## src/rtl/dlfp_pkg.sv

```systemverilog
// Shared types and constants for the display link frame parser.
package dlfp_pkg;

  // Largest payload the frame store can hold.
  localparam int MAX_PAYLOAD = 60;
  localparam int STORE_AW    = $clog2(MAX_PAYLOAD);

  // Field widths.
  localparam int LEN_W  = 6;
  localparam int ADDR_W = 16;
  localparam int BYTE_W = 8;
  localparam int CFG_IW = 2;

  // Command bytes and the write-OK body.
  localparam logic [7:0] CMD_WRITE = 8'h82;
  localparam logic [7:0] CMD_READ  = 8'h83;
  localparam logic [7:0] OK_FIRST  = 8'h4F;
  localparam logic [7:0] OK_SECOND = 8'h4B;

  // Reset values of the configuration registers.
  localparam logic [7:0]       HEADER_FIRST_RST  = 8'h5A;
  localparam logic [7:0]       HEADER_SECOND_RST = 8'hA5;
  localparam logic [LEN_W-1:0] LENGTH_LIMIT_RST  = 6'd60;

  // Configuration register indexes.
  typedef enum logic [CFG_IW-1:0] {
    CFG_HEADER_FIRST  = 2'd0,
    CFG_HEADER_SECOND = 2'd1,
    CFG_LENGTH_LIMIT  = 2'd2
  } cfg_index_t;

  // Input beat modes.
  typedef enum logic [1:0] {
    MODE_BYTE     = 2'd0,
    MODE_ARM_READ = 2'd1,
    MODE_ARM_ACK  = 2'd2,
    MODE_CANCEL   = 2'd3
  } mode_t;

  // Result kinds.
  typedef enum logic [2:0] {
    KIND_WRITE_ACK   = 3'd0,
    KIND_READ_DONE   = 3'd1,
    KIND_READ_EVENT  = 3'd2,
    KIND_WRITE_EVENT = 3'd3,
    KIND_DATA        = 3'd4
  } kind_t;

  // Receive parser phases.
  typedef enum logic [1:0] {
    PH_HUNT_FIRST  = 2'd0,
    PH_HUNT_SECOND = 2'd1,
    PH_LENGTH      = 2'd2,
    PH_PAYLOAD     = 2'd3
  } phase_t;

  // Controller states.
  typedef enum logic [1:0] {
    ST_IDLE = 2'd0,
    ST_HEAD = 2'd1,
    ST_READ = 2'd2,
    ST_DATA = 2'd3
  } ctrl_state_t;

  // Commands from the controller to the datapath.
  typedef struct packed {
    logic ready;
    logic load_head;
    logic rd_issue;
    logic load_data;
  } ctrl_cmd_t;

  // Status from the datapath to the controller.
  typedef struct packed {
    logic frame_done;
    logic head_emit;
    logic run_empty;
    logic run_last;
    logic out_free;
  } dp_stat_t;

endpackage

```

## src/rtl/dlfp_if.sv

```systemverilog
// Handshake channels for input items and result beats.
interface dlfp_in_if;
  import dlfp_pkg::*;

  logic                valid;
  logic                ready;
  mode_t               mode;
  logic [BYTE_W-1:0]   rx_byte;
  logic [ADDR_W-1:0]   read_address;
  logic [7:0]          read_words;

  modport source (output valid, mode, rx_byte, read_address, read_words, input ready);
  modport sink   (input valid, mode, rx_byte, read_address, read_words, output ready);
endinterface

interface dlfp_out_if;
  import dlfp_pkg::*;

  logic               valid;
  logic               ready;
  kind_t              kind;
  logic [ADDR_W-1:0]  address;
  logic [7:0]         word_count;
  logic [LEN_W-1:0]   data_length;
  logic [BYTE_W-1:0]  data_byte;
  logic               last;

  modport source (output valid, kind, address, word_count, data_length, data_byte, last,
                  input ready);
  modport sink   (input valid, kind, address, word_count, data_length, data_byte, last,
                  output ready);
endinterface

```

## src/rtl/dlfp_ctrl.sv

```systemverilog
// Controller that sequences frame reports: header beat, then data beats.
module dlfp_ctrl (
  input  logic                  clk,
  input  logic                  rst,
  input  logic                  in_valid,
  input  dlfp_pkg::dp_stat_t    stat,
  output dlfp_pkg::ctrl_cmd_t   cmd
);
  import dlfp_pkg::*;

  ctrl_state_t state;
  ctrl_state_t state_next;

  // State register.
  always_ff @(posedge clk) begin
    if (rst) begin
      state <= ST_IDLE;
    end else begin
      state <= state_next;
    end
  end

  // Next state.
  always_comb begin
    state_next = state;
    unique case (state)
      ST_IDLE: begin
        if (in_valid && stat.frame_done) begin
          state_next = ST_HEAD;
        end
      end
      ST_HEAD: begin
        if (!stat.head_emit) begin
          state_next = ST_IDLE;
        end else if (stat.out_free) begin
          state_next = stat.run_empty ? ST_IDLE : ST_READ;
        end
      end
      ST_READ: begin
        state_next = ST_DATA;
      end
      ST_DATA: begin
        if (stat.out_free) begin
          state_next = stat.run_last ? ST_IDLE : ST_READ;
        end
      end
      default: state_next = ST_IDLE;
    endcase
  end

  // Commands.
  always_comb begin
    cmd = '0;
    unique case (state)
      ST_IDLE: cmd.ready     = 1'b1;
      ST_HEAD: cmd.load_head = stat.head_emit && stat.out_free;
      ST_READ: cmd.rd_issue  = 1'b1;
      ST_DATA: cmd.load_data = stat.out_free;
      default: cmd = '0;
    endcase
  end

endmodule

```

## src/rtl/dlfp_dp.sv

```systemverilog
// Datapath: configuration, receive parser, frame store, waits and result register.
module dlfp_dp (
  input  logic                         clk,
  input  logic                         rst,
  input  logic                         cfg_we,
  input  logic [dlfp_pkg::CFG_IW-1:0]  cfg_index,
  input  logic [dlfp_pkg::BYTE_W-1:0]  cfg_data,
  input  dlfp_pkg::ctrl_cmd_t          cmd,
  output dlfp_pkg::dp_stat_t           stat,
  dlfp_in_if.sink                      item_in,
  dlfp_out_if.source                   result_out
);
  import dlfp_pkg::*;

  // Configuration registers.
  logic [7:0]       header_first;
  logic [7:0]       header_second;
  logic [LEN_W-1:0] length_limit;

  // Parser state.
  phase_t           phase;
  phase_t           phase_next;
  logic [LEN_W-1:0] expected_length;
  logic [LEN_W-1:0] expected_length_next;
  logic [LEN_W-1:0] byte_index;
  logic [LEN_W-1:0] byte_index_next;
  logic [LEN_W-1:0] index_inc;
  logic             store_en;
  logic             take;
  logic             length_bad;
  logic [7:0]       rx;

  // Frame store and the first four payload bytes.
  logic [7:0]       frame_store [MAX_PAYLOAD];
  logic [7:0]       head_bytes [4];
  logic [7:0]       rd_data;

  // Waits.
  logic              ack_pending;
  logic              read_pending;
  logic [ADDR_W-1:0] pending_address;
  logic [8:0]        pending_bytes;

  // Classification of the finished frame.
  logic [ADDR_W-1:0] frame_addr;
  logic [LEN_W-1:0]  raw_len;
  logic [LEN_W-1:0]  write_len;
  logic              cls_emit;
  kind_t             cls_kind;
  logic [7:0]        cls_wc;
  logic [LEN_W-1:0]  cls_n;
  logic [LEN_W-1:0]  cls_start;
  logic              cls_clear_ack;
  logic              cls_clear_read;

  // Run counters.
  logic [LEN_W-1:0]  run_ptr;
  logic [LEN_W-1:0]  run_rem;

  assign take          = item_in.valid && item_in.ready;
  assign item_in.ready = cmd.ready && !rst;
  assign rx            = item_in.rx_byte;
  assign index_inc     = byte_index + LEN_W'(1);
  assign length_bad    = (rx == 8'd0) || (rx > {2'b00, length_limit}) ||
                         (rx > 8'(MAX_PAYLOAD));

  // Configuration writes; indexes past the list are ignored.
  always_ff @(posedge clk) begin
    if (rst) begin
      header_first  <= HEADER_FIRST_RST;
      header_second <= HEADER_SECOND_RST;
      length_limit  <= LENGTH_LIMIT_RST;
    end else if (cfg_we) begin
      unique case (cfg_index)
        CFG_HEADER_FIRST:  header_first  <= cfg_data;
        CFG_HEADER_SECOND: header_second <= cfg_data;
        CFG_LENGTH_LIMIT:  length_limit  <= cfg_data[LEN_W-1:0];
        default: ;
      endcase
    end
  end

  // Parser next state for a received byte.
  always_comb begin
    phase_next           = phase;
    expected_length_next = expected_length;
    byte_index_next      = byte_index;
    store_en             = 1'b0;
    if (take && item_in.mode == MODE_BYTE) begin
      unique case (phase)
        PH_HUNT_FIRST: begin
          if (rx == header_first) begin
            phase_next = PH_HUNT_SECOND;
          end
        end
        PH_HUNT_SECOND: begin
          if (rx == header_second) begin
            phase_next = PH_LENGTH;
          end else if (rx == header_first) begin
            phase_next = PH_HUNT_SECOND;
          end else begin
            phase_next = PH_HUNT_FIRST;
          end
        end
        PH_LENGTH: begin
          byte_index_next = '0;
          if (length_bad) begin
            expected_length_next = '0;
            phase_next           = PH_HUNT_FIRST;
          end else begin
            expected_length_next = rx[LEN_W-1:0];
            phase_next           = PH_PAYLOAD;
          end
        end
        PH_PAYLOAD: begin
          store_en        = byte_index < LEN_W'(MAX_PAYLOAD);
          byte_index_next = index_inc;
          if (index_inc >= expected_length) begin
            phase_next = PH_HUNT_FIRST;
          end
        end
        default: phase_next = PH_HUNT_FIRST;
      endcase
    end
  end

  // Parser registers.
  always_ff @(posedge clk) begin
    if (rst) begin
      phase           <= PH_HUNT_FIRST;
      expected_length <= '0;
      byte_index      <= '0;
    end else begin
      phase           <= phase_next;
      expected_length <= expected_length_next;
      byte_index      <= byte_index_next;
    end
  end

  // Frame store: written by the parser, read one data byte at a time.
  always_ff @(posedge clk) begin
    if (store_en) begin
      frame_store[byte_index[STORE_AW-1:0]] <= rx;
    end
    if (cmd.rd_issue) begin
      rd_data <= frame_store[run_ptr[STORE_AW-1:0]];
    end
  end

  // The command, address and count bytes are kept in registers as well.
  always_ff @(posedge clk) begin
    for (int k = 0; k < 4; k++) begin
      if (store_en && byte_index == LEN_W'(k)) begin
        head_bytes[k] <= rx;
      end
    end
  end

  // Classify the finished frame from the held bytes and the waits.
  assign frame_addr = {head_bytes[1], head_bytes[2]};
  assign raw_len    = expected_length - LEN_W'(4);
  assign write_len  = expected_length - LEN_W'(3);

  always_comb begin
    cls_emit       = 1'b0;
    cls_kind       = KIND_WRITE_ACK;
    cls_wc         = '0;
    cls_n          = '0;
    cls_start      = '0;
    cls_clear_ack  = 1'b0;
    cls_clear_read = 1'b0;
    if (head_bytes[0] == CMD_WRITE && expected_length == LEN_W'(3) &&
        head_bytes[1] == OK_FIRST && head_bytes[2] == OK_SECOND) begin
      cls_emit      = ack_pending;
      cls_clear_ack = 1'b1;
    end else if (head_bytes[0] == CMD_READ) begin
      if (expected_length >= LEN_W'(4)) begin
        cls_emit  = 1'b1;
        cls_wc    = head_bytes[3];
        cls_start = LEN_W'(4);
        if (read_pending && pending_address == frame_addr) begin
          cls_kind       = KIND_READ_DONE;
          cls_clear_read = 1'b1;
          cls_n = ({3'b000, raw_len} < pending_bytes) ? raw_len : pending_bytes[LEN_W-1:0];
        end else begin
          cls_kind = KIND_READ_EVENT;
          cls_n    = raw_len;
        end
      end
    end else if (head_bytes[0] == CMD_WRITE) begin
      if (expected_length >= LEN_W'(3)) begin
        cls_emit  = 1'b1;
        cls_kind  = KIND_WRITE_EVENT;
        cls_wc    = {3'b000, write_len[LEN_W-1:1]};
        cls_start = LEN_W'(3);
        cls_n     = write_len;
      end
    end
  end

  // Waits: armed and cancelled by control beats, cleared by a report.
  always_ff @(posedge clk) begin
    if (rst) begin
      ack_pending     <= 1'b0;
      read_pending    <= 1'b0;
      pending_address <= '0;
      pending_bytes   <= '0;
    end else begin
      if (take) begin
        unique case (item_in.mode)
          MODE_ARM_READ: begin
            pending_address <= item_in.read_address;
            pending_bytes   <= {item_in.read_words, 1'b0};
            read_pending    <= 1'b1;
          end
          MODE_ARM_ACK: ack_pending <= 1'b1;
          MODE_CANCEL: begin
            ack_pending  <= 1'b0;
            read_pending <= 1'b0;
          end
          default: ;
        endcase
      end
      if (cmd.load_head) begin
        if (cls_clear_ack) begin
          ack_pending <= 1'b0;
        end
        if (cls_clear_read) begin
          read_pending <= 1'b0;
        end
      end
    end
  end

  // Run pointer and remaining count.
  always_ff @(posedge clk) begin
    if (cmd.load_head) begin
      run_ptr <= cls_start;
      run_rem <= cls_n;
    end else if (cmd.load_data) begin
      run_ptr <= run_ptr + LEN_W'(1);
      run_rem <= run_rem - LEN_W'(1);
    end
  end

  // Result register: valid is control, the payload needs no reset.
  always_ff @(posedge clk) begin
    if (rst) begin
      result_out.valid <= 1'b0;
    end else if (cmd.load_head || cmd.load_data) begin
      result_out.valid <= 1'b1;
    end else if (result_out.ready) begin
      result_out.valid <= 1'b0;
    end
  end

  always_ff @(posedge clk) begin
    if (cmd.load_head) begin
      result_out.kind        <= cls_kind;
      result_out.address     <= (cls_kind == KIND_WRITE_ACK) ? '0 : frame_addr;
      result_out.word_count  <= cls_wc;
      result_out.data_length <= cls_n;
      result_out.data_byte   <= '0;
      result_out.last        <= (cls_n == '0);
    end else if (cmd.load_data) begin
      result_out.kind        <= KIND_DATA;
      result_out.address     <= '0;
      result_out.word_count  <= '0;
      result_out.data_length <= '0;
      result_out.data_byte   <= rd_data;
      result_out.last        <= (run_rem == LEN_W'(1));
    end
  end

  // Status to the controller.
  assign stat.frame_done = (item_in.mode == MODE_BYTE) && (phase == PH_PAYLOAD) &&
                           (index_inc >= expected_length);
  assign stat.head_emit  = cls_emit;
  assign stat.run_empty  = (cls_n == '0);
  assign stat.run_last   = (run_rem == LEN_W'(1));
  assign stat.out_free   = !result_out.valid || result_out.ready;

endmodule

```

## src/rtl/display_link_frame_parser.sv

```systemverilog
// Top level of the display link frame parser.
//
//   channel     dir  handshake        payload
//   item_in     in   valid / ready    mode, rx_byte, read_address, read_words
//   result_out  out  valid / ready    kind, address, word_count, data_length,
//                                     data_byte, last
//   cfg         in   cfg_we           cfg_index, cfg_data
//
// A byte or control beat is taken while the controller is idle. A completed frame then
// goes through classification and the header beat, then each data byte is read through
// the registered read port of the frame store before its beat; up to 57 data bytes.
// Input is held off until the last beat of a report is in the result register.
// Stalls on result_out hold the controller; reset is synchronous and needs no sweep.
module display_link_frame_parser (
  input  logic                         clk,
  input  logic                         rst,
  dlfp_in_if.sink                      item_in,
  dlfp_out_if.source                   result_out,
  input  logic                         cfg_we,
  input  logic [dlfp_pkg::CFG_IW-1:0]  cfg_index,
  input  logic [dlfp_pkg::BYTE_W-1:0]  cfg_data
);
  import dlfp_pkg::*;

  ctrl_cmd_t cmd;
  dp_stat_t  stat;

  // Report sequencer.
  dlfp_ctrl u_ctrl (
    .clk      (clk),
    .rst      (rst),
    .in_valid (item_in.valid),
    .stat     (stat),
    .cmd      (cmd)
  );

  // Parser, frame store and result register.
  dlfp_dp u_dp (
    .clk        (clk),
    .rst        (rst),
    .cfg_we     (cfg_we),
    .cfg_index  (cfg_index),
    .cfg_data   (cfg_data),
    .cmd        (cmd),
    .stat       (stat),
    .item_in    (item_in),
    .result_out (result_out)
  );

endmodule

```

## src/flat_wrapper.sv

```systemverilog
// flat-port wrapper written by rule: the top's interface ports become plain ports
module display_link_frame_parser_flat import dlfp_pkg::*;
  (clk, rst, cfg_we, cfg_index, cfg_data, item_in_valid, item_in_mode, item_in_rx_byte, item_in_read_address, item_in_read_words, item_in_ready, result_out_valid, result_out_kind, result_out_address, result_out_word_count, result_out_data_length, result_out_data_byte, result_out_last, result_out_ready);
  dlfp_in_if item_in_i ();
  dlfp_out_if result_out_i ();
  input  logic clk;
  input  logic rst;
  input  logic cfg_we;
  input  logic [dlfp_pkg::CFG_IW-1:0] cfg_index;
  input  logic [dlfp_pkg::BYTE_W-1:0] cfg_data;
  input wire logic [$bits(item_in_i.valid)-1:0] item_in_valid;
  input wire logic [$bits(item_in_i.mode)-1:0] item_in_mode;
  input wire logic [$bits(item_in_i.rx_byte)-1:0] item_in_rx_byte;
  input wire logic [$bits(item_in_i.read_address)-1:0] item_in_read_address;
  input wire logic [$bits(item_in_i.read_words)-1:0] item_in_read_words;
  output wire logic [$bits(item_in_i.ready)-1:0] item_in_ready;
  output wire logic [$bits(result_out_i.valid)-1:0] result_out_valid;
  output wire logic [$bits(result_out_i.kind)-1:0] result_out_kind;
  output wire logic [$bits(result_out_i.address)-1:0] result_out_address;
  output wire logic [$bits(result_out_i.word_count)-1:0] result_out_word_count;
  output wire logic [$bits(result_out_i.data_length)-1:0] result_out_data_length;
  output wire logic [$bits(result_out_i.data_byte)-1:0] result_out_data_byte;
  output wire logic [$bits(result_out_i.last)-1:0] result_out_last;
  input wire logic [$bits(result_out_i.ready)-1:0] result_out_ready;
  assign item_in_i.valid = item_in_valid;
  assign item_in_i.mode = item_in_mode;
  assign item_in_i.rx_byte = item_in_rx_byte;
  assign item_in_i.read_address = item_in_read_address;
  assign item_in_i.read_words = item_in_read_words;
  assign item_in_ready = item_in_i.ready;
  assign result_out_valid = result_out_i.valid;
  assign result_out_kind = result_out_i.kind;
  assign result_out_address = result_out_i.address;
  assign result_out_word_count = result_out_i.word_count;
  assign result_out_data_length = result_out_i.data_length;
  assign result_out_data_byte = result_out_i.data_byte;
  assign result_out_last = result_out_i.last;
  assign result_out_i.ready = result_out_ready;
  display_link_frame_parser u_core (.clk(clk), .rst(rst), .item_in(item_in_i), .result_out(result_out_i), .cfg_we(cfg_we), .cfg_index(cfg_index), .cfg_data(cfg_data));
endmodule
```

## config.mk

```make
export PLATFORM = sky130hd
export DESIGN_NAME = display_link_frame_parser_flat
export DESIGN_NICKNAME = d
export VERILOG_FILES = /design/src/rtl/dlfp_pkg.sv /design/src/rtl/dlfp_if.sv /design/src/rtl/dlfp_ctrl.sv /design/src/rtl/dlfp_dp.sv /design/src/rtl/display_link_frame_parser.sv /design/src/flat_wrapper.sv
export SDC_FILE = /design/constraint.sdc
export NUM_CORES = 1
export LEC_CHECK = 0
export ABC_CLOCK_PERIOD_IN_PS = 8290
export BUFFER_PORTS_ARGS = -buffer_cell sky130_fd_sc_hd__buf_2
export CAP_MARGIN = 15
export CORE_MARGIN = 2
export CORE_UTILIZATION = 60
export DETAILED_ROUTE_END_ITERATION = 8
export GPL_TIMING_DRIVEN = 0
export PLACE_DENSITY_LB_ADDON = 0.08
export RECOVER_POWER = 100
export SLEW_MARGIN = 20
export SYNTH_ARGS = -nofsm -noshare
export SYNTH_HDL_FRONTEND = slang
export SYNTH_SLANG_ARGS = --single-unit
export TNS_END_PERCENT = 100
```

## constraint.sdc

```tcl
create_clock -name clk -period 8.29 [get_ports clk]
set_clock_uncertainty 0.05 [all_clocks]
set_input_delay 1.658 -clock clk [delete_from_list [all_inputs] [get_ports clk]]
set_output_delay 1.658 -clock clk [all_outputs]
set_load 0.01 [all_outputs]
```

# Word level (Yosys, flattened, before mapping)
# Memory sizes are Yosys's and may differ from the RTL's. A register that Yosys moved wholly into a read port is not among the register bits.
# Cells that the tools add are included.
[op_classes]
n_reduce_logical = 43
n_eq_ne = 28
order_cmp = 7
n_mux = 98
add_sub_neg = 5
[op_table]
columns = ["operator", "count"]
rows = [
  ["2-to-1 mux 6 bit", 16],
  ["2-to-1 mux 8 bit", 8],
  ["2-to-1 mux 16 bit", 3],
  ["2-to-1 mux 1 bit", 40],
  ["2-to-1 mux 2 bit", 19],
  ["OR reduction 8 bit", 3],
  ["equality test 6 x 2 -> 1 bit, second input constant", 3],
  ["equality test 16 bit", 1],
  ["equality test 8 x 7 -> 1 bit, second input constant", 2],
  ["equality test 8 bit", 2],
  ["equality test 8 bit, second input constant", 2],
  ["one-hot mux 2 bit (4 select lines)", 2],
  ["logical AND 1 bit", 15],
  ["2-to-1 mux 3 bit", 5],
  ["equality test 2 bit, second input constant", 7],
  ["adder 6 x 1 -> 6 bit, second input constant", 2],
  ["equality test 6 x 1 -> 1 bit, second input constant", 2],
  ["zero test 6 bit", 2],
  ["one-hot mux 6 bit (2 select lines)", 1],
  ["AND reduction 2 bit", 6],
  ["2-to-1 mux 5 bit", 2],
  ["< comparator 6 x 9 -> 1 bit", 1],
  ["equality test 2 x 1 -> 1 bit, second input constant", 4],
  ["> comparator 8 x 6 -> 1 bit", 1],
  ["19 further kinds", 32],
]
[word_totals]
register_bits = 119
ram_bits = 512
memories = 2
output_inout_bits = 44
[mem_list]
columns = ["memory", "depth", "word_bits", "rd", "rd_ports_with_merged_regs", "wr", "line", "rtl"]
rows = [
  ["u_core.u_dp.frame_store", 60, 8, 1, 1, 1, "dlfp_dp.sv:34", "logic [7:0] frame_store [MAX_PAYLOAD];"],
  ["u_core.u_dp.head_bytes", 4, 8, 4, 0, 1, "dlfp_dp.sv:35", "logic [7:0] head_bytes [4];"],
]

# Depth between registers and ports, before layout
[depth]
word_depth = 13
mapped_depth = 13

# Modules after synthesis
# From an unflattened synthesis, not the netlist that was laid out.
[unflattened]
hier_cells = 1574
hier_area_um2 = 25828.5
[by_module_without_submodules]
columns = ["module", "area_per_inst_um2", "instances", "cells_per_inst"]
rows = [
  ["dlfp_dp", 25704.7, 1, 1561],
  ["dlfp_ctrl", 123.9, 1, 13],
]

# Worst setup path after synthesis
# OpenSTA, ideal clock, no wires.
[synth_path]
path_type = "input port to flip-flop"
start = "input port rst"
end = "memory u_core.u_dp.frame_store[20][0] (enable)"
cell_stages = 8
slack_ns = 4.021
required_ns = 7.857
path_buffers = 3
arrival_time_ns = 3.835
path_cell_list = "clkbuf_1 nor3_1 and3_1 clkbuf_1 and3_1 clkbuf_1 nand3_1 nor3_1"
[synth_between]
elab_chain_len = 7
[synth_rtl]
columns = ["item", "line", "rtl"]
rows = [
  ["start: declaration", "flat_wrapper.sv:7", "input logic rst;"],
  ["zero test 1 bit", "dlfp_dp.sv:61", "assign item_in.ready = cmd.ready && !rst;"],
  ["logical AND 1 bit", "dlfp_dp.sv:61", ""],
  ["net item_in_ready", "flat_wrapper.sv:16", "output wire logic [$bits(item_in_i.ready)-1:0] item_in_ready;"],
  ["logical AND 1 bit", "dlfp_dp.sv:60", "assign take = item_in.valid && item_in.ready;"],
  ["logical AND 1 bit", "dlfp_dp.sv:89", "if (take && item_in.mode == MODE_BYTE) begin"],
  ["2-to-1 mux 1 bit", "dlfp_dp.sv:89", ""],
  ["2-to-1 mux 1 bit", "dlfp_dp.sv:142", "if (store_en) begin"],
  ["2-to-1 mux 1 bit (implied by the code)", "dlfp_dp.sv:143", "frame_store[byte_index[STORE_AW-1:0]] <= rx;"],
  ["end: declaration", "dlfp_dp.sv:34", ""],
]
# The timed path passes the listed nets, and every way through them passes these cells.

# Final worst setup path
[layout_path]
start = "input port item_in_rx_byte[2]"
end = "register u_core.u_dp.expected_length[0]"
[layout_between]
elab_chain_len = 4
[layout_rtl]
columns = ["item", "line", "rtl"]
rows = [
  ["start: declaration", "flat_wrapper.sv:13", "input wire logic [$bits(item_in_i.rx_byte)-1:0] item_in_rx_byte;"],
  ["> comparator 8 x 6 -> 1 bit / zero test 8 bit (equally long branches)", "dlfp_dp.sv:64", "assign length_bad = (rx == 8'd0) || (rx > {2'b00, length_limit}) ||"],
  ["logical OR 1 bit", "dlfp_dp.sv:64", ""],
  ["logical OR 1 bit *", "dlfp_dp.sv:64", ""],
  ["2-to-1 mux 6 bit *", "dlfp_dp.sv:107", "if (length_bad) begin"],
  ["end signal: assignment", "dlfp_dp.sv:135", "expected_length <= expected_length_next;"],
  ["end: declaration", "dlfp_dp.sv:23", "logic [LEN_W-1:0] expected_length;"],
]
# Mark *: on every way between the ends. The rest lies on a longest branch, timed or not.
# A chain may end at the register's enable or synchronous reset.

==> qor.csv <==
stage,metric,value,unit
global_routing,vias in the first global route,14721,
finish,share of post-route cells with drive strength above 1,13.8,%
global_routing,largest net degree at the start of global routing,71,
clocking,TritonCTS Buffers,67,
placement,Area after DPL,0.0271,mm²
outcome,status,finished with violations,
die,Die W,211,µm
placement,# port buffers,91,
global_routing,grt ovf,0,
die,Core Box Area,0.0428,mm²
sta,RSZ-0062 raised after global routing,no,
logic_synthesis,area share of the largest cell type after synthesis,65.8,%
clocking,Post-CTS Resized,0,
critical_path,Critical-path top delay cell,clkbuf_1,
critical_path,delay of the slowest cell on the worst path,1.74,ns
logic_synthesis,Mean Syn Cell Area,16.2,µm²
finish,Final nets,1832,
sta,Pins Over Slew Limit,572,
finish,most frequent cells in the layout,"566 x edfxtp_1, 134 x clkbuf_1, 130 x nand2_1",
clocking,"Reg clk slew, reported paths",0.05,ns
detailed_routing,average via count per standard cell,6.37,
sta,Final Hold Fails,0,
die,Die Area,0.0447,mm²
logic_synthesis,Synth cell types,60,
clocking,Longest Clk Path Bufs,3,
logic_synthesis,largest cells by area after synthesis,"edfxtp_1 66%, mux4_2 8.2%, dfxtp_1 5.7%, mux2i_1 3.7%, nand2_1 1.9%",
sta,measured slew at the worst slew-check pin,3.63,ns
critical_path,R2R depth,9,
sta,"Setup violations, final",0,
detailed_routing,DRC viols,0,
detailed_routing,drt wl/cell,26.8,µm
finish,Inserted Diodes,0,
logic_synthesis,Synth Register Bits,639,
sta,slew margin rel.,-142,%
detailed_routing,Met1 Routed Length,26100,µm
logic_synthesis,ys flop type,edfxtp_1,
die,IO Pins,93,
critical_path,crit path DAT,6.62,ns
detailed_routing,DRT antenna net count,0,
finish,"commonest non-fill, non-tap cell in the layout",edfxtp_1,
finish,Sequential Area,0.0185,mm²
outcome,failing checks,"capacitance limit, slew limit",
die,initial core utilization,60.3,%
logic_synthesis,cell count after synthesis,1594,
finish,Layout Area Growth over Synthesis,12.1,%
clocking,CTS tree,done,
detailed_routing,Detailed Routing Iterations Pass 1,6,
global_routing,global-route wire length before repair,92200,µm
placement,HPWL after DPL,41500,µm
power,power per cell area,222,mW/mm²
clocking,CTS sink count,639,
critical_path,Startpoint Class,input port,
logic_synthesis,Mapped Nets,1668,
logic_synthesis,synth warn,0,
detailed_routing,WL met3,6040,µm
clocking,clk root buf,clkbuf_16,
clocking,H-tree levels,3,
critical_path,Crit Path Max Fanout,42,
finish,Fill cells,2994,
finish,final instance area,0.0289,mm²
die,Die Y,211,µm
critical_path,Critical Path RT,8.74,ns
detailed_routing,met2 routed WL,29100,µm
logic_synthesis,Async SR Flop Fraction,0,%
sta,FMAX,162,MHz
logic_synthesis,"area leader, netlist",edfxtp_1,
logic_synthesis,Syn Std Cell Area,0.0258,mm²
clocking,postcts setup bufs,0,
logic_synthesis,number of enable flip-flop cells after synthesis,566,
worst_hold_path,hold crit path type,flop to flop,
worst_hold_path,hold depth,2,
logic_synthesis,register area share after synthesis,71.5,%
detailed_routing,Final Routed Wirelength,63100,µm
sta,Setup TNS,0,ns
detailed_routing,First DRT Iteration DRCs,1814,
run,max_cap viols,10,
critical_path,crit path kind,input port to flop,
die,FP Rows,76,
detailed_routing,top sig layer,met5,
power,maximum vdd drop,0.202,mV
global_routing,initial antenna violation count,3,
clocking,hold_buf cts,0,
sta,final worst path period share,74.4,%
critical_path,CP Capture Type,flop,
power,leakage power,9.36,nW
critical_path,critical path cell sequence,"clkbuf_1, clkbuf_1, ha_1, o21a_1, o21ai_0, nand2b_1, a211o_1, a21oi_1, nand3_1, a21oi_1",
global_routing,Total Routing Usage GR,28.9,%
sta,Final min period,6.17,ns
detailed_routing,via count,15016,
placement,Placer Congestion,0.948,
clocking,Worst-Skew Late Latency,0.60,ns
finish,multi-input logic area,0.00692,mm²
## worst max-delay path, delay by kind of cell
| family | cells | cell delay [ns] |
|---|---|---|
| AND/OR/NAND/NOR | 2 | 0.24 |
| AO/OA/AOI/OAI | 5 | 1.43 |
| buffers and inverters | 2 | 2.69 |
| adder cells (fa/ha/maj) | 1 | 0.51 |
## cell usage after synthesis, types with 26 or more instances
library cell,n
a21oi_1,61
clkbuf_1,50
dfxtp_1,73
edfxtp_1,566
mux2i_1,95
mux4_2,94
nand2_1,130
nor2_1,129
o21ai_0,29
o221ai_1,27
xor2_1,26
## cell type report
| class | count | share of cell area, % |
|---|---|---|
| plain buffers | 82 | 1.14 |
| clock buffers | 91 | 6.32 |
| clock inverters | 32 | 0.744 |
| inverters | 25 | 0.324 |
| multi-input cells | 848 | 23.9 |
| flip-flops and latches | 639 | 63.8 |
| well taps | 546 | 2.36 |
| repair buffers | 95 | 1.40 |
## routing by layer
layer,track usage (%),up-vias
li1,-,6523
met1,41.5,7613
met2,43.8,741
met3,7.58,133
met4,8.98,6
met5,0,-
## flip-flops by register name, indices dropped and copies added, names as in the netlist, 8 cells and up
register and cells:
u_core.u_dp.result_out.word_count 8, u_core.u_dp.pending_bytes 8, u_core.u_dp.rd_data 8, u_core.u_dp.pending_address 16, u_core.u_dp.result_out.data_byte 8, u_core.u_dp.frame_store 480, u_core.u_dp.header_first 8, u_core.u_dp.result_out.address 16
u_core.u_dp.head_bytes 32, u_core.u_dp.header_second 8
## logic make-up after synthesis
kind of cell / after synthesis / share of synthesized area [%]
AOI/OAI and AO/OA: 196 / 4.95
DFF: 639 / 71.5
buffers and inverters: 107 / 1.67
and+or+nand+nor: 380 / 6.74
xor gates and xnor gates: 50 / 1.70
adders and majority gates: 25 / 1.21
muxes: 197 / 12.2
## path summary, 6_finish.rpt
| check | slack [ns] | end | from |
|---|---|---|---|
| hold / removal | 0.41 | u_core.u_dp.expected_length[5] | u_core.u_dp.expected_length[5] |
| setup / recovery | 2.12 | u_core.u_dp.expected_length[0] | item_in_rx_byte[2] |
| setup reg to reg | 3.01 | u_core.u_dp.result_out.word_count[6] | u_core.u_dp.expected_length[0] |
| hold reg to reg | 0.41 | u_core.u_dp.expected_length[5] | u_core.u_dp.expected_length[5] |
## per-stage QoR
step           utilization, %  power (mW)  worst slack, ns  hold slack, ns  std cells
5_1_grt                  67.6        6.59             1.70           0.437       2358
4_1_cts                  68.0        6.45             3.56           0.405       2358
2_1_floorplan               -        3.61             4.02           0.382       1594
6_report                 67.6        6.42             2.12           0.405       2358
3_5_place_dp             63.2        3.68             2.96           0.398       2235
3_3_place_gp             63.0        3.67             2.93           0.396       2231
## power breakdown
group          internal, mW  total [mW]  switching [mW]
Combinational        0.0243       0.104          0.0798
Clock                  1.59        2.81            1.22
Sequential             3.51        3.51         0.00462
Total                  5.12        6.42            1.30
Note: power is estimated with default switching activity, not from simulation.
